## config.mk

```make
export PLATFORM = sky130hd
export DESIGN_NAME = turtle_statement_splitter_top
export DESIGN_NICKNAME = d
export VERILOG_FILES = /design/src/sv/tss_pkg.sv /design/src/sv/tss_scanner.sv /design/src/sv/tss_tracker.sv /design/src/sv/turtle_statement_splitter_top.sv
export VERILOG_INCLUDE_DIRS = /design/src /design/src/sv
export SDC_FILE = /design/constraint.sdc
export NUM_CORES = 1
export LEC_CHECK = 0
export BUFFER_PORTS_ARGS = -buffer_cell sky130_fd_sc_hd__buf_2
export CORE_MARGIN = 5
export CORE_UTILIZATION = 60
export CTS_CLUSTER_DIAMETER = 120
export CTS_CLUSTER_SIZE = 24
export DETAILED_ROUTE_END_ITERATION = 10
export MAX_ROUTING_LAYER = met4
export PLACE_DENSITY = 0.8
export SYNTH_ARGS = -nofsm -noshare
export SYNTH_HDL_FRONTEND = slang
export SYNTH_SLANG_ARGS = --single-unit
```

## constraint.sdc

```tcl
create_clock -name clock -period 6.2 [get_ports clock]
set_clock_uncertainty 0.2 [all_clocks]
set_input_delay 0.62 -clock clock [delete_from_list [all_inputs] [get_ports clock]]
set_output_delay 0.62 -clock clock [all_outputs]
set_load 0.005 [all_outputs]
```

## src/sv/turtle_statement_splitter_top_defines.svh

```systemverilog
// ----------------------------------------------------------------------------
// Turtle statement splitter assertion macros
// Shared macros for the concurrent checks of the splitter.
// ----------------------------------------------------------------------------
`ifndef TURTLE_STATEMENT_SPLITTER_TOP_DEFINES_SVH
`define TURTLE_STATEMENT_SPLITTER_TOP_DEFINES_SVH

// Same-cycle implication, disabled during reset.
`define TSS_ASSERT_IMP(lbl, clk, rst, ante, cons, msg) \
   lbl: assert property (@(posedge clk) disable iff (rst) (ante) |-> (cons)) \
      else $error(msg);

// Next-cycle implication, disabled during reset.
`define TSS_ASSERT_NXT(lbl, clk, rst, ante, cons, msg) \
   lbl: assert property (@(posedge clk) disable iff (rst) (ante) |=> (cons)) \
      else $error(msg);

`endif

```

## src/sv/tss_pkg.sv

```systemverilog
// ----------------------------------------------------------------------------
// Turtle statement splitter package
// Scan modes, character codes and the control and result records.
// ----------------------------------------------------------------------------
`default_nettype none

package tss_pkg;

   typedef enum logic [2:0] {
      MODE_FREE    = 3'd0,
      MODE_ANGLES  = 3'd1,
      MODE_QUOTES  = 3'd2,
      MODE_LONG    = 3'd3,
      MODE_COMMENT = 3'd4,
      MODE_Q1      = 3'd5,
      MODE_Q2      = 3'd6
   } mode_type;

   localparam logic [7:0] CH_DOT    = 8'h2E;
   localparam logic [7:0] CH_LT     = 8'h3C;
   localparam logic [7:0] CH_GT     = 8'h3E;
   localparam logic [7:0] CH_QUOTE  = 8'h22;
   localparam logic [7:0] CH_HASH   = 8'h23;
   localparam logic [7:0] CH_BSLASH = 8'h5C;
   localparam logic [7:0] CH_NL     = 8'h0A;
   localparam logic [7:0] CH_AT     = 8'h40;
   localparam logic [7:0] WS_MIN    = 8'd1;
   localparam logic [7:0] WS_MAX    = 8'd32;

   localparam int unsigned      COUNT_W     = 16;
   localparam logic [COUNT_W-1:0] SPC_RESET = 16'd1000;

   // What the scanner does with the byte of the accepted item.
   typedef struct packed {
      logic scan;   // byte belongs to a statement
      logic skip;   // leading whitespace, only the backslash run breaks
      logic clear;  // flush item
   } scan_ctl_type;

   typedef struct packed {
      logic in_statement;
      logic stmt_end;
      logic is_directive;
      logic chunk_end;
      logic partial_dropped;
   } result_type;

endpackage

`default_nettype wire

```

## src/sv/tss_scanner.sv

```systemverilog
// ----------------------------------------------------------------------------
// Turtle lexical scanner
// Tracks IRIs, strings, long strings, comments and backslash escapes, and
// flags the period that ends a statement.
// ----------------------------------------------------------------------------
`default_nettype none

module tss_scanner (
   input  wire logic                  clock,
   input  wire logic                  reset,
   input  wire tss_pkg::scan_ctl_type ctl,
   input  wire logic [7:0]            byte_in,
   output      logic                  stmt_end,
   output      tss_pkg::mode_type     mode
);

   tss_pkg::mode_type mode_ff, mode_in;
   logic              bs_ff, bs_in;
   logic [1:0]        run_ff, run_in;
   logic              is_quote;
   logic              free_like;

   assign is_quote = (byte_in == tss_pkg::CH_QUOTE) && !bs_ff;
   assign mode     = mode_ff;

   // Next state of the scan.
   always_comb begin
      mode_in = mode_ff;
      run_in  = run_ff;
      bs_in   = bs_ff;
      if (ctl.clear) begin
         mode_in = tss_pkg::MODE_FREE;
         run_in  = 2'd0;
         bs_in   = 1'b0;
      end else if (ctl.skip) begin
         bs_in = 1'b0;
      end else if (ctl.scan) begin
         bs_in = (byte_in == tss_pkg::CH_BSLASH) ? !bs_ff : 1'b0;
         unique case (mode_ff)
            tss_pkg::MODE_ANGLES: begin
               if (byte_in == tss_pkg::CH_GT) mode_in = tss_pkg::MODE_FREE;
            end
            tss_pkg::MODE_QUOTES: begin
               if (is_quote) mode_in = tss_pkg::MODE_FREE;
            end
            tss_pkg::MODE_LONG: begin
               if (is_quote) begin
                  if (run_ff == 2'd2) begin
                     mode_in = tss_pkg::MODE_FREE;
                     run_in  = 2'd0;
                  end else begin
                     run_in = run_ff + 2'd1;
                  end
               end else begin
                  run_in = 2'd0;
               end
            end
            tss_pkg::MODE_COMMENT: begin
               if (byte_in == tss_pkg::CH_NL) mode_in = tss_pkg::MODE_FREE;
            end
            tss_pkg::MODE_Q1: begin
               mode_in = (byte_in == tss_pkg::CH_QUOTE) ? tss_pkg::MODE_Q2
                                                        : tss_pkg::MODE_QUOTES;
            end
            tss_pkg::MODE_Q2: begin
               if (byte_in == tss_pkg::CH_QUOTE) begin
                  mode_in = tss_pkg::MODE_LONG;
                  run_in  = 2'd0;
               end else begin
                  mode_in = tss_pkg::MODE_FREE;
                  if (byte_in == tss_pkg::CH_LT) mode_in = tss_pkg::MODE_ANGLES;
                  else if (is_quote) mode_in = tss_pkg::MODE_Q1;
                  else if (byte_in == tss_pkg::CH_HASH) mode_in = tss_pkg::MODE_COMMENT;
               end
            end
            default: begin
               // Free mode, and the unused code, which behaves as free.
               mode_in = tss_pkg::MODE_FREE;
               if (byte_in == tss_pkg::CH_LT) mode_in = tss_pkg::MODE_ANGLES;
               else if (is_quote) mode_in = tss_pkg::MODE_Q1;
               else if (byte_in == tss_pkg::CH_HASH) mode_in = tss_pkg::MODE_COMMENT;
            end
         endcase
      end
   end

   // A period only ends a statement where the byte is scanned as free text.
   always_comb begin
      unique case (mode_ff)
         tss_pkg::MODE_ANGLES, tss_pkg::MODE_QUOTES, tss_pkg::MODE_LONG,
         tss_pkg::MODE_COMMENT, tss_pkg::MODE_Q1: free_like = 1'b0;
         default:                                  free_like = 1'b1;
      endcase
      stmt_end = ctl.scan && free_like && (byte_in == tss_pkg::CH_DOT);
   end

   always_ff @(posedge clock) begin
      if (reset) begin
         mode_ff <= tss_pkg::MODE_FREE;
         run_ff  <= 2'd0;
         bs_ff   <= 1'b0;
      end else begin
         mode_ff <= mode_in;
         run_ff  <= run_in;
         bs_ff   <= bs_in;
      end
   end

endmodule

`default_nettype wire

```

## src/sv/tss_tracker.sv

```systemverilog
// ----------------------------------------------------------------------------
// Turtle statement and chunk tracker
// Finds statement starts, directives and chunk boundaries, and forms the
// tags of each item.
// ----------------------------------------------------------------------------
`default_nettype none

module tss_tracker (
   input  wire logic                  clock,
   input  wire logic                  reset,
   input  wire logic                  accept,
   input  wire logic [7:0]            byte_in,
   input  wire logic                  flush,
   input  wire logic                  csr_wr_en,
   input  wire logic [15:0]           csr_wr_data,
   input  wire logic                  stmt_end,
   output      tss_pkg::scan_ctl_type ctl,
   output      tss_pkg::result_type   result,
   output      logic                  at_start
);

   logic [tss_pkg::COUNT_W-1:0] spc_ff;
   logic [tss_pkg::COUNT_W-1:0] count_ff, count_in;
   logic [tss_pkg::COUNT_W-1:0] count_inc;
   logic                        start_ff, start_in;
   logic                        dir_ff, dir_in;
   logic                        open_ff, open_in;
   logic                        is_ws;
   logic                        dir_cur;
   logic                        close;

   assign is_ws   = (byte_in >= tss_pkg::WS_MIN) && (byte_in <= tss_pkg::WS_MAX);
   assign dir_cur = start_ff ? (byte_in == tss_pkg::CH_AT) : dir_ff;
   assign at_start = start_ff;

   assign ctl.clear = accept && flush;
   assign ctl.skip  = accept && !flush && start_ff && is_ws;
   assign ctl.scan  = accept && !flush && !(start_ff && is_ws);

   // Directives are not counted, but a lowered limit still closes on them.
   assign count_inc = dir_cur ? count_ff
                              : count_ff + {{(tss_pkg::COUNT_W-1){1'b0}}, 1'b1};
   assign close     = stmt_end && (count_inc >= spc_ff);

   always_comb begin
      count_in = count_ff;
      start_in = start_ff;
      dir_in   = dir_ff;
      open_in  = open_ff;
      if (ctl.clear) begin
         count_in = '0;
         start_in = 1'b1;
         dir_in   = 1'b0;
         open_in  = 1'b0;
      end else if (ctl.scan) begin
         start_in = 1'b0;
         dir_in   = dir_cur;
         if (stmt_end) begin
            start_in = 1'b1;
            open_in  = !close;
            count_in = close ? '0 : count_inc;
         end
      end
   end

   always_comb begin
      result.in_statement    = ctl.scan;
      result.stmt_end        = stmt_end;
      result.is_directive    = ctl.scan && dir_cur;
      result.chunk_end       = flush ? open_ff : close;
      result.partial_dropped = flush && !start_ff;
   end

   always_ff @(posedge clock) begin
      if (reset) begin
         spc_ff   <= tss_pkg::SPC_RESET;
         count_ff <= '0;
         start_ff <= 1'b1;
         dir_ff   <= 1'b0;
         open_ff  <= 1'b0;
      end else begin
         if (csr_wr_en) spc_ff <= csr_wr_data;
         count_ff <= count_in;
         start_ff <= start_in;
         dir_ff   <= dir_in;
         open_ff  <= open_in;
      end
   end

endmodule

`default_nettype wire

```

## src/sv/turtle_statement_splitter_top.sv

```systemverilog
// ----------------------------------------------------------------------------
// Turtle statement splitter
// Tags each byte of a Turtle text stream with statement and chunk marks.
// ----------------------------------------------------------------------------
// One byte enters per item and leaves in the next cycle with its tags; the
// block takes an item in every cycle unless stalled, since the scanner and
// the statement tracker update their state within the cycle in which the
// item is accepted and the tags go into a single output register. A stall
// on the result side holds the input side only while that register is full
// and not taken. An item with req_tlast set is a flush: it resets the scan,
// closes an open chunk and reports an unfinished statement as dropped.
`default_nettype none

`include "turtle_statement_splitter_top_defines.svh"

module turtle_statement_splitter_top (
   input  wire logic        clock,
   input  wire logic        reset,
   input  wire logic        req_tvalid,
   output      logic        req_tready,
   input  wire logic [7:0]  req_tdata,   // [7:0] in_byte
   input  wire logic        req_tlast,   // flush
   output      logic        rsp_tvalid,
   input  wire logic        rsp_tready,
   output      logic [7:0]  rsp_tdata,   // [7:0] out_byte
   output      logic [3:0]  rsp_tuser,   // [0] in_statement, [1] stmt_end,
                                         // [2] is_directive, [3] partial_dropped
   output      logic        rsp_tlast,   // chunk_end
   input  wire logic        csr_wr_en,
   input  wire logic [15:0] csr_wr_data
);

   tss_pkg::scan_ctl_type ctl;
   tss_pkg::result_type   result;
   tss_pkg::mode_type     mode;
   logic                  accept;
   logic                  stmt_end;
   logic                  at_start;
   logic                  valid_ff, valid_in;
   logic [7:0]            data_ff;
   logic [3:0]            user_ff;
   logic                  last_ff;

   assign req_tready = !valid_ff || rsp_tready;
   assign accept     = req_tvalid && req_tready;
   assign valid_in   = accept || (valid_ff && !rsp_tready);

   tss_scanner u_scanner (
      .clock    (clock),
      .reset    (reset),
      .ctl      (ctl),
      .byte_in  (req_tdata),
      .stmt_end (stmt_end),
      .mode     (mode)
   );

   tss_tracker u_tracker (
      .clock       (clock),
      .reset       (reset),
      .accept      (accept),
      .byte_in     (req_tdata),
      .flush       (req_tlast),
      .csr_wr_en   (csr_wr_en),
      .csr_wr_data (csr_wr_data),
      .stmt_end    (stmt_end),
      .ctl         (ctl),
      .result      (result),
      .at_start    (at_start)
   );

   always_ff @(posedge clock) begin
      if (reset) begin
         valid_ff <= 1'b0;
      end else begin
         valid_ff <= valid_in;
      end
   end

   always_ff @(posedge clock) begin
      if (accept) begin
         data_ff <= req_tlast ? 8'd0 : req_tdata;
         user_ff <= {result.partial_dropped, result.is_directive,
                     result.stmt_end, result.in_statement};
         last_ff <= result.chunk_end;
      end
   end

   assign rsp_tvalid = valid_ff;
   assign rsp_tdata  = data_ff;
   assign rsp_tuser  = user_ff;
   assign rsp_tlast  = last_ff;

   `TSS_ASSERT_NXT(a_flush_clears_scan, clock, reset, accept && req_tlast,
      mode == tss_pkg::MODE_FREE && at_start, "flush left scan state behind")
   `TSS_ASSERT_NXT(a_accept_gives_result, clock, reset, accept,
      rsp_tvalid, "accepted item produced no result")
   `TSS_ASSERT_IMP(a_no_overwrite, clock, reset, accept,
      !(valid_ff && !rsp_tready), "result register overwritten while held")
   `TSS_ASSERT_IMP(a_end_in_statement, clock, reset, rsp_tvalid && rsp_tuser[1],
      rsp_tuser[0] && rsp_tdata == tss_pkg::CH_DOT, "statement end not on a period")

endmodule

`default_nettype wire
```

==> flow_summary.json, run 1 <==
{
  "startpoint_type": "input port",
  "p_int_mw": 0.531,
  "drc": 0,
  "synth.distinct_cells": 51,
  "wl_met2_microns": 2920,
  "dp.cells": 452,
  "fin_crit_ps": 3910,
  "hold_path_class": "flop to flop",
  "hold_viol": 0,
  "avgSynthCellArea_sq_um": 8.96,
  "clk_path_buf_depth": 2,
  "design_area_sq_um": 3490,
  "p_per_area_nw_per_um2": 200,
  "worstSetupPathType": "input port to flop",
  "p_sw_mw": 0.167,
  "synthCells": 348,
  "synth_area_sq_um": 3120,
  "pin_count": 45,
  "place_hpwl_microns": 5110,
  "met1Wirelength_microns": 3200,
  "vias_per_cell": 5.71,
  "clock_sinks": 55,
  "synthTopCellsByArea": "dfxtp_1 27%, edfxtp_1 13%, ha_1 6.8%",
  "postCtsHoldBufs": 0,
  "cts_buffers": 5,
  "globalplace.congestion": 0.920,
  "cts_resized": 0,
  "core.rowCount": 26,
  "ir_drop_v": 0.000174,
  "end_kind": "flop",
  "clkPwrFrac_pct": 33.4,
  "crit_required_ps": 6240,
  "area_delta_synth_final_pct": 11.9,
  "core_area_sq_um": 5070,
  "grt_pass1_wl_microns": 11100,
  "slew_viol_final": 0,
  "tns_ps": 0,
  "path_max_fanout": 19,
  "die_h_microns": 82.1,
  "grt_max_degree": 23,
  "avgRoutedWirePerCell_microns": 14.3,
  "ys_seq_area_share_pct": 39.5,
  "power_frac_comb_pct": 11.1,
  "clk_pin_slew_worst_paths_ps": 100,
  "relSlewSlack_pct": 53.4,
  "maxCapViolations": 0,
  "synth_top_cell_by_area": "dfxtp_1",
  "max_freq_mhz": 256,
  "setup_viol": 0,
  "arrival_ps": 3950,
  "die-area_sq_um": 6740,
  "grt-ovfl-total": 0,
  "diodes": 0,
  "final_layout_size_suffix_gt1_share_pct": 16.4,
  "initial_core_util_pct": 61.4,
  "yosysWarnings": 0,
  "via_count": 2626,
  "grt_pass1_vias": 2407,
  "first_pass_iters": 4,
  "port-buffer-count": 44,
  "final_antenna_net_count": 0,
  "worstMarginPinSlew_ps": 695,
  "p_sw_share_pct": 23.9,
  "htreeDepth": 2,
  "grt_usage_pct": 21.9,
  "root_buffer": "clkbuf_8",
  "antenna_found_initial": 0,
  "dr.max_layer_used": "met4",
  "synth_flop_cell": "dfxtp_1",
  "cts_tree": "done",
  "wl_met3_microns": 394,
  "post-route-util_pct": 68.7,
  "fp.dieW_microns": 82.1,
  "syn_nets": 395,
  "num-nets-final": 436,
  "drt_iter0_drc": 220,
  "cts_setup_buffers": 0,
  "drt-total-wl_microns": 6600,
  "fin_cells": 460,
  "clock_latency_ps": 310,
  "fin_crit_sh_pct": 63.0,
  "place_area_sq_um": 3380,
  "synth_top_area_share_pct": 27.0,
  "postSynth.asyncResetShare_pct": 0,
  "synth_edf_count": 13,
  "synth-seq-cells": 55,
  "status": "finished, final reports clean",
  "p_leak_nw": 1.58,
  "rsz0062_at_grt": "no",
  "share_seq_of_total_power_pct": 55.5
}
==> layout by cell type, fill, tap and decap left out, types with 6 or more instances in the layout <==
cell | synthesis | routed
nand4_1 | 8 | 8
o21ai_0 | 18 | 18
nor2_1 | 24 | 24
a21oi_1 | 11 | 11
nor2b_1 | 14 | 14
o211ai_1 | 7 | 7
nor3_1 | 8 | 8
ha_1 | 17 | 17
nand3_1 | 12 | 12
a21o_1 | 10 | 10
inv_1 | 26 | 26
buf_2 | 0 | 44
a31oi_1 | 8 | 8
and3_1 | 8 | 8
xor2_1 | 6 | 6
xnor2_1 | 9 | 9
edfxtp_1 | 13 | 13
nand2b_1 | 6 | 6
dfxtp_1 | 42 | 42
mux2i_1 | 10 | 10
nand2_1 | 32 | 32
==> synth_stat cells, types with 9 or more instances <==
library cell / n
xnor2_1: 9
a21oi_1: 11
nand3_1: 12
edfxtp_1: 13
nand2_1: 32
nor2b_1: 14
nor2_1: 24
ha_1: 17
inv_1: 26
o21ai_0: 18
dfxtp_1: 42
a21o_1: 10
mux2i_1: 10
==> per-layer routing <==
layer,GRT usage (%),vias to the layer above
met4,7.31,0
met2,32.1,73
li1,-,1334
met3,4.28,7
met5,-,-
met1,30.2,1212
==> through the flow <==
stage	worst slack (ps)	hold slack [ps]	total power, mW
after global routing	1980	290	0.731
after detailed placement	1970	249	0.472
final	2290	262	0.698
after CTS	2270	262	0.703
after global placement	2110	239	0.469
after floorplan	2810	232	0.442
==> registers in the layout, summed over array words and instances (netlist names) <==
register and cells:
rsp_tdata 8, rsp_tlast 1, rsp_tuser 4, rsp_tvalid 1
u_scanner.bs_ff 1, u_scanner.mode 3, u_scanner.run_ff 2, u_tracker.at_start 1
u_tracker.count_ff 16, u_tracker.dir_ff 1, u_tracker.open_ff 1, u_tracker.spc_ff 16
==> final cells by class <==
| cell class | count | area, sq um |
|---|---|---|
| tap | 70 | 87.6 |
| clock inverter | 3 | 38.8 |
| inverter | 26 | 97.6 |
| fill | 441 | 1590 |
| sequential | 55 | 1230 |
| timing repair buffer | 44 | 220 |
| clock buffer | 5 | 68.8 |
| multi-input combinational | 257 | 1740 |
==> worst paths after layout <==
| kind | cells past startpoint | slack, ps | end | from |
|---|---|---|---|---|
| worst max-delay path | 13 | 2290 | u_tracker.count_ff[13] | req_tdata[6] |
| worst min-delay path | 2 | 260 | u_tracker.open_ff | u_tracker.open_ff |
| worst max register to register | 12 | 2440 | u_tracker.count_ff[13] | u_tracker.at_start |
| worst min register to register | 2 | 260 | u_tracker.open_ff | u_tracker.open_ff |
==> power by group through the flow <==
stage	Combinational [mW]	Clock (mW)	Sequential (mW)
after detailed placement	0.0766	0	0.395
after floorplan	0.0479	0	0.394
after global routing	0.0868	0.255	0.389
after CTS	0.0772	0.239	0.387
final	0.0773	0.233	0.387
after global placement	0.0746	0	0.395
==> cell families after synthesis <==
logic type,Yosys count,share of synthesized area [%]
buf+inv,36,4.57
simple gates,142,26.0
mux,11,3.57
flops,55,39.5
compound gates,72,15.3
fa+ha+maj,17,6.82
xor+xnor,15,4.21
==> worst max-delay path: stages <==
cell,delay [ps]
buf_2,140
nor4b_2,180
a31oi_1,410
nand3_1,340
nor2_1,240
xor2_1,210
ha_1,270
nand4_1,130
nor3_1,70
a31oi_1,310
nand4_2,480
or3_1,460
o21ai_0,80
(Power assumes the default switching activity.)
==> inputs of run 2 (changes only) <==
--- a/config.mk
+++ b/config.mk
@@ -8,12 +8,12 @@
 export LEC_CHECK = 0
 export BUFFER_PORTS_ARGS = -buffer_cell sky130_fd_sc_hd__buf_2
 export CORE_MARGIN = 5
-export CORE_UTILIZATION = 60
+export CORE_UTILIZATION = 52
 export CTS_CLUSTER_DIAMETER = 120
 export CTS_CLUSTER_SIZE = 24
 export DETAILED_ROUTE_END_ITERATION = 10
 export MAX_ROUTING_LAYER = met4
-export PLACE_DENSITY = 0.8
+export PLACE_DENSITY = 0.73
 export SYNTH_ARGS = -nofsm -noshare
 export SYNTH_HDL_FRONTEND = slang
 export SYNTH_SLANG_ARGS = --single-unit
==> constraint.sdc (replaced) <==
create_clock -name clock -period 3.4 [get_ports clock]
set_clock_uncertainty 0.2 [all_clocks]
set_input_delay 0.34 -clock clock [delete_from_list [all_inputs] [get_ports clock]]
set_output_delay 0.34 -clock clock [all_outputs]
set_load 0.005 [all_outputs]
==> flow_summary.json, run 2 (synthesis gave the netlist of run 1 again) <==
{
  "drt_iter0_drc": 255,
  "layout_commonest_cell": "buf_2",
  "cts_setup_buffers": 0,
  "drc": 0,
  "htreeDepth": 2,
  "max_freq_mhz": 313,
  "clock_sinks": 55,
  "p_leak_nw": 1.69,
  "arrival_ps": 3250,
  "first_pass_iters": 4,
  "core.rowCount": 28,
  "initial_core_util_pct": 53.0,
  "grt_use_met1_pct": 26.8,
  "grt_pass1_wl_microns": 11700,
  "num-nets-final": 458,
  "fp.dieW_microns": 87.4,
  "grt_usage_pct": 19.6,
  "die_h_microns": 87.4,
  "final_cell_mix": "44 x buf_2, 38 x dfxtp_1, 32 x nand2_1",
  "antenna_found_initial": 0,
  "dp.cells": 479,
  "setup_viol": 0,
  "path_max_fanout": 6,
  "maxCapViolations": 0,
  "end_kind": "flop",
  "worstSetupPathType": "input port to flop",
  "clk_pin_slew_worst_paths_ps": 100,
  "grt-ovfl-total": 0,
  "via_count": 2708,
  "grt_pass1_vias": 2548,
  "area_delta_synth_final_pct": 17.9,
  "crit_required_ps": 3460,
  "fin_crit_ps": 3190,
  "relSlewSlack_pct": 47.4,
  "root_buffer": "clkbuf_8",
  "cts_resized": 0,
  "clock_latency_ps": 310,
  "fin_cells": 487,
  "p_per_area_nw_per_um2": 332,
  "final_layout_size_suffix_gt1_share_pct": 23.3,
  "final_antenna_net_count": 0,
  "place_hpwl_microns": 5450,
  "status": "finished, final reports clean",
  "grtUsageMet3_pct": 3.60,
  "globalplace.congestion": 0.897,
  "cts_tree": "done",
  "hold_viol": 0,
  "use_met2_pct": 30.0,
  "top_usage_layer": "met2",
  "avgRoutedWirePerCell_microns": 14.2,
  "cts_buffers": 5,
  "clk_path_buf_depth": 2,
  "startpoint_type": "input port",
  "ir_drop_v": 0.000232,
  "die-area_sq_um": 7640,
  "pin_count": 45,
  "core_area_sq_um": 5890,
  "worstMarginPinSlew_ps": 786,
  "rsz0062_at_grt": "no",
  "postCtsHoldBufs": 0,
  "diodes": 0,
  "fin_crit_sh_pct": 93.8,
  "grt_max_degree": 23,
  "slew_viol_final": 0,
  "hold_path_class": "input port to flop",
  "vias_per_cell": 5.56,
  "tns_ps": 0,
  "drt-total-wl_microns": 6940,
  "port-buffer-count": 44
}
-- run 2: cell types whose count changed in the layout (fill, tap and decap cells not counted), moves of 2 or more --
cell	previous run	this run
clkinvlp_4	0	2
nor2_1	24	22
dfxtp_2	0	4
nor2b_1	14	12
buf_4	0	22
nor2_2	0	2
dfxtp_1	42	38
-- run 2: layout make-up --
type / count / area (sq um)
Inverter: 26 / 97.6
Tap cell: 75 / 93.8
Sequential cell: 55 / 1240
Clock buffer: 5 / 68.8
Fill cell: 505 / 2210
Multi-Input combinational cell: 257 / 1770
Clock inverter: 3 / 20.0
Timing Repair Buffer: 66 / 385
-- run 2: worst max-delay path: stages --
cell,delay (ps)
buf_2,120
nor4b_4,400
a31oi_1,140
buf_4,160
and2_1,170
and3_1,220
xor2_1,160
ha_1,300
a21oi_1,170
o21ai_0,90
o21bai_1,240
nand4_2,190
buf_4,210
nor4_1,220
a21o_1,130
-- run 2: final timing paths --
check | start | to | slack, ps | depth (start not counted)
worst max register to register | u_tracker.count_ff[2] | u_tracker.count_ff[12] | 230 | 13
worst min register to register | u_tracker.open_ff | u_tracker.open_ff | 280 | 2
worst min-delay path | csr_wr_data[6] | u_tracker.spc_ff[6] | 40 | 3
worst max-delay path | req_tdata[1] | u_tracker.count_ff[12] | 210 | 15
-- run 2: per-layer routing --
layer	vias up	share of wire [%]
met5	-	0
li1	1380	-
met3	8	5.9
met4	0	1.2
met2	71	44
met1	1249	49
-- run 2: metrics by stage --
| stage | hold WS, ps | instance area [sq um] | setup WS, ps | power (mW) | utilization, % |
|---|---|---|---|---|---|
| 4_1_cts | 34.4 | 3640 | 102 | 1.23 | 61.9 |
| 3_3_place_gp | 239 | 3550 | -48.8 | 0.863 | 60.4 |
| 3_5_place_dp | 263 | 3550 | -170 | 0.867 | 60.4 |
| 6_report | 38.8 | 3680 | 210 | 1.22 | 62.5 |
| 5_1_grt | 35.9 | 3680 | 16.1 | 1.29 | 62.5 |
| 2_1_floorplan | 209 | 3120 | 293 | 0.805 | - |
-- run 2: power breakdown --
group | internal, mW | total, mW | switching [mW]
combinational | 0.0640 | 0.150 | 0.0863
clock | 0.144 | 0.365 | 0.221
sequential | 0.694 | 0.706 | 0.0114
==> inputs of run 3 (changes only) <==
--- a/config.mk
+++ b/config.mk
@@ -7,12 +7,10 @@
 export NUM_CORES = 1
 export LEC_CHECK = 0
 export BUFFER_PORTS_ARGS = -buffer_cell sky130_fd_sc_hd__buf_2
-export CORE_MARGIN = 5
+export CORE_MARGIN = 2
 export CORE_UTILIZATION = 52
 export CTS_CLUSTER_DIAMETER = 120
-export CTS_CLUSTER_SIZE = 24
 export DETAILED_ROUTE_END_ITERATION = 10
-export MAX_ROUTING_LAYER = met4
 export PLACE_DENSITY = 0.73
 export SYNTH_ARGS = -nofsm -noshare
 export SYNTH_HDL_FRONTEND = slang
==> flow_summary.json, run 3 (synthesis gave the netlist of run 1 again) <==
{
  "vias_per_cell": 5.57,
  "post-place-ws_ps": -133,
  "port-buffer-count": 44,
  "worstReg2RegStart": "u_tracker.dir_ff",
  "cts_tree": "done",
  "path_max_fanout": 4,
  "end_kind": "flop",
  "core.rowCount": 28,
  "drt_iter0_drc": 236,
  "final_antenna_net_count": 0,
  "p_per_area_nw_per_um2": 329,
  "via_count": 2736,
  "hold_path_class": "input port to flop",
  "grt_usage_pct": 21.6,
  "p_leak_nw": 1.70,
  "root_buffer": "clkbuf_8",
  "reg2reg_depth": 10,
  "clk_pin_slew_worst_paths_ps": 110,
  "slowest_stage": "mux2_2",
  "holdPathEnd": "u_tracker.spc_ff[8]",
  "maxCapViolations": 0,
  "grt-ovfl-total": 0,
  "htreeDepth": 2,
  "ir_drop_v": 0.000191,
  "globalplace.congestion": 0.875,
  "clock_latency_ps": 310,
  "antenna_found_initial": 0,
  "power_frac_comb_pct": 12.4,
  "postCtsHoldBufs": 0,
  "tns_ps": 0,
  "initial_core_util_pct": 53.3,
  "num-nets-final": 462,
  "clk_path_buf_depth": 2,
  "crit_required_ps": 3420,
  "drt-total-wl_microns": 6830,
  "setup_viol": 0,
  "design_area_sq_um": 3700,
  "clkPwrFrac_pct": 29.7,
  "die-area_sq_um": 6630,
  "slowest_delay_ps": 400,
  "avgRoutedWirePerCell_microns": 13.9,
  "final_cell_mix": "44 x buf_2, 42 x dfxtp_1, 32 x nand2_1",
  "core_area_sq_um": 5850,
  "r2r_slack_ps": 160,
  "rsz0062_at_grt": "no",
  "fin_cells": 491,
  "min_from": "csr_wr_data[8]",
  "fin_crit_ps": 3240,
  "area_delta_synth_final_pct": 18.7,
  "place_area_sq_um": 3590,
  "fp.dieW_microns": 81.4,
  "grt_pass1_wl_microns": 11300,
  "critPathTopFamily": "compound AO/OA/AOI/OAI gates",
  "hold_viol": 0,
  "layout_commonest_cell": "buf_2",
  "worstMarginPinSlew_ps": 758,
  "arrival_ps": 3260,
  "pin_count": 45,
  "startpoint_type": "flop",
  "worstSetupPathType": "flop to flop",
  "holdWs_ps": 35.2,
  "diodes": 0,
  "status": "finished, final reports clean",
  "hold_depth": 3,
  "p_sw_mw": 0.314,
  "grt_max_degree": 23,
  "fin_crit_sh_pct": 95.2,
  "p_int_mw": 0.903,
  "final_layout_size_suffix_gt1_share_pct": 23.1,
  "cts_buffers": 5,
  "crit_buf_inv": 1,
  "clock_sinks": 55,
  "setup_slack_ps": 162,
  "dp.cells": 483,
  "r2r_end": "u_tracker.count_ff[11]",
  "p_sw_share_pct": 25.8,
  "first_pass_iters": 5,
  "slew_viol_final": 0,
  "die_h_microns": 81.4,
  "drc": 0,
  "relSlewSlack_pct": 49.2,
  "max_freq_mhz": 309,
  "grt_pass1_vias": 2432,
  "place_hpwl_microns": 5310,
  "share_seq_of_total_power_pct": 58.0,
  "worstPathCellList": "nor2b_1, a31oi_1, mux2_2, ha_1, a2111o_1, a31oi_2, buf_4, nand3_1, o2bb2a_1, o31ai_1"
}
==> run 3: metrics by stage <==
stage / util (%) / power (mW)
2_1_floorplan: - / 0.805
3_3_place_gp: 61.4 / 0.864
3_5_place_dp: 61.4 / 0.868
4_1_cts: 62.9 / 1.23
5_1_grt: 63.2 / 1.27
6_report: 63.2 / 1.22
==> run 3: metal layers <==
metal,global-route usage [%],up-vias,share of wire [%]
met5,0,-,0
met4,5.25,0,1.0
met3,3.52,8,5.2
met2,34.8,78,46
met1,30.2,1261,48
li1,-,1389,-
==> run 3: worst reg2reg max path: stages (launching register included) <==
cell      delay, ps
dfxtp_1         330
nor2b_1         180
a31oi_1         360
mux2_2          400
ha_1            280
a2111o_1        390
a31oi_2         280
buf_4           160
nand3_1         170
o2bb2a_1        340
o31ai_1          60
==> run 3: final cells by class <==
type	count	area, sq um
multi-input combinational	257	1760
tap	75	93.8
inverter	26	97.6
fill	523	2150
timing repair buffer	70	428
clock inverter	3	18.8
sequential	55	1230
clock buffer	5	68.8
==> run 3: what timing repair did <==
item	in CTS	in global routing
buffers inserted	0	0
resized for setup	0	5
endpoints found under the setup margin	0	11
==> run 3: power by group through the flow <==
stage / clock (mW) / sequential [mW] / combinational [mW]
after detailed placement: 0 / 0.720 / 0.147
after floorplan: 0 / 0.718 / 0.0873
after CTS: 0.375 / 0.705 / 0.148
final: 0.361 / 0.705 / 0.150
after global placement: 0 / 0.719 / 0.144
after global routing: 0.397 / 0.709 / 0.167
==> run 3: how the worst max path moves through the flow <==
stage                                     start  cells past startpoint                     end
after floorplan                    req_tdata[1]                     11  u_tracker.count_ff[12]
after global placement             req_tdata[1]                     15  u_tracker.count_ff[11]
after detailed placement           req_tdata[1]                     15  u_tracker.count_ff[11]
after CTS                    u_tracker.at_start                     14  u_tracker.count_ff[11]
after global routing      u_tracker.count_ff[7]                     14  u_tracker.count_ff[11]
final                          u_tracker.dir_ff                     10  u_tracker.count_ff[11]
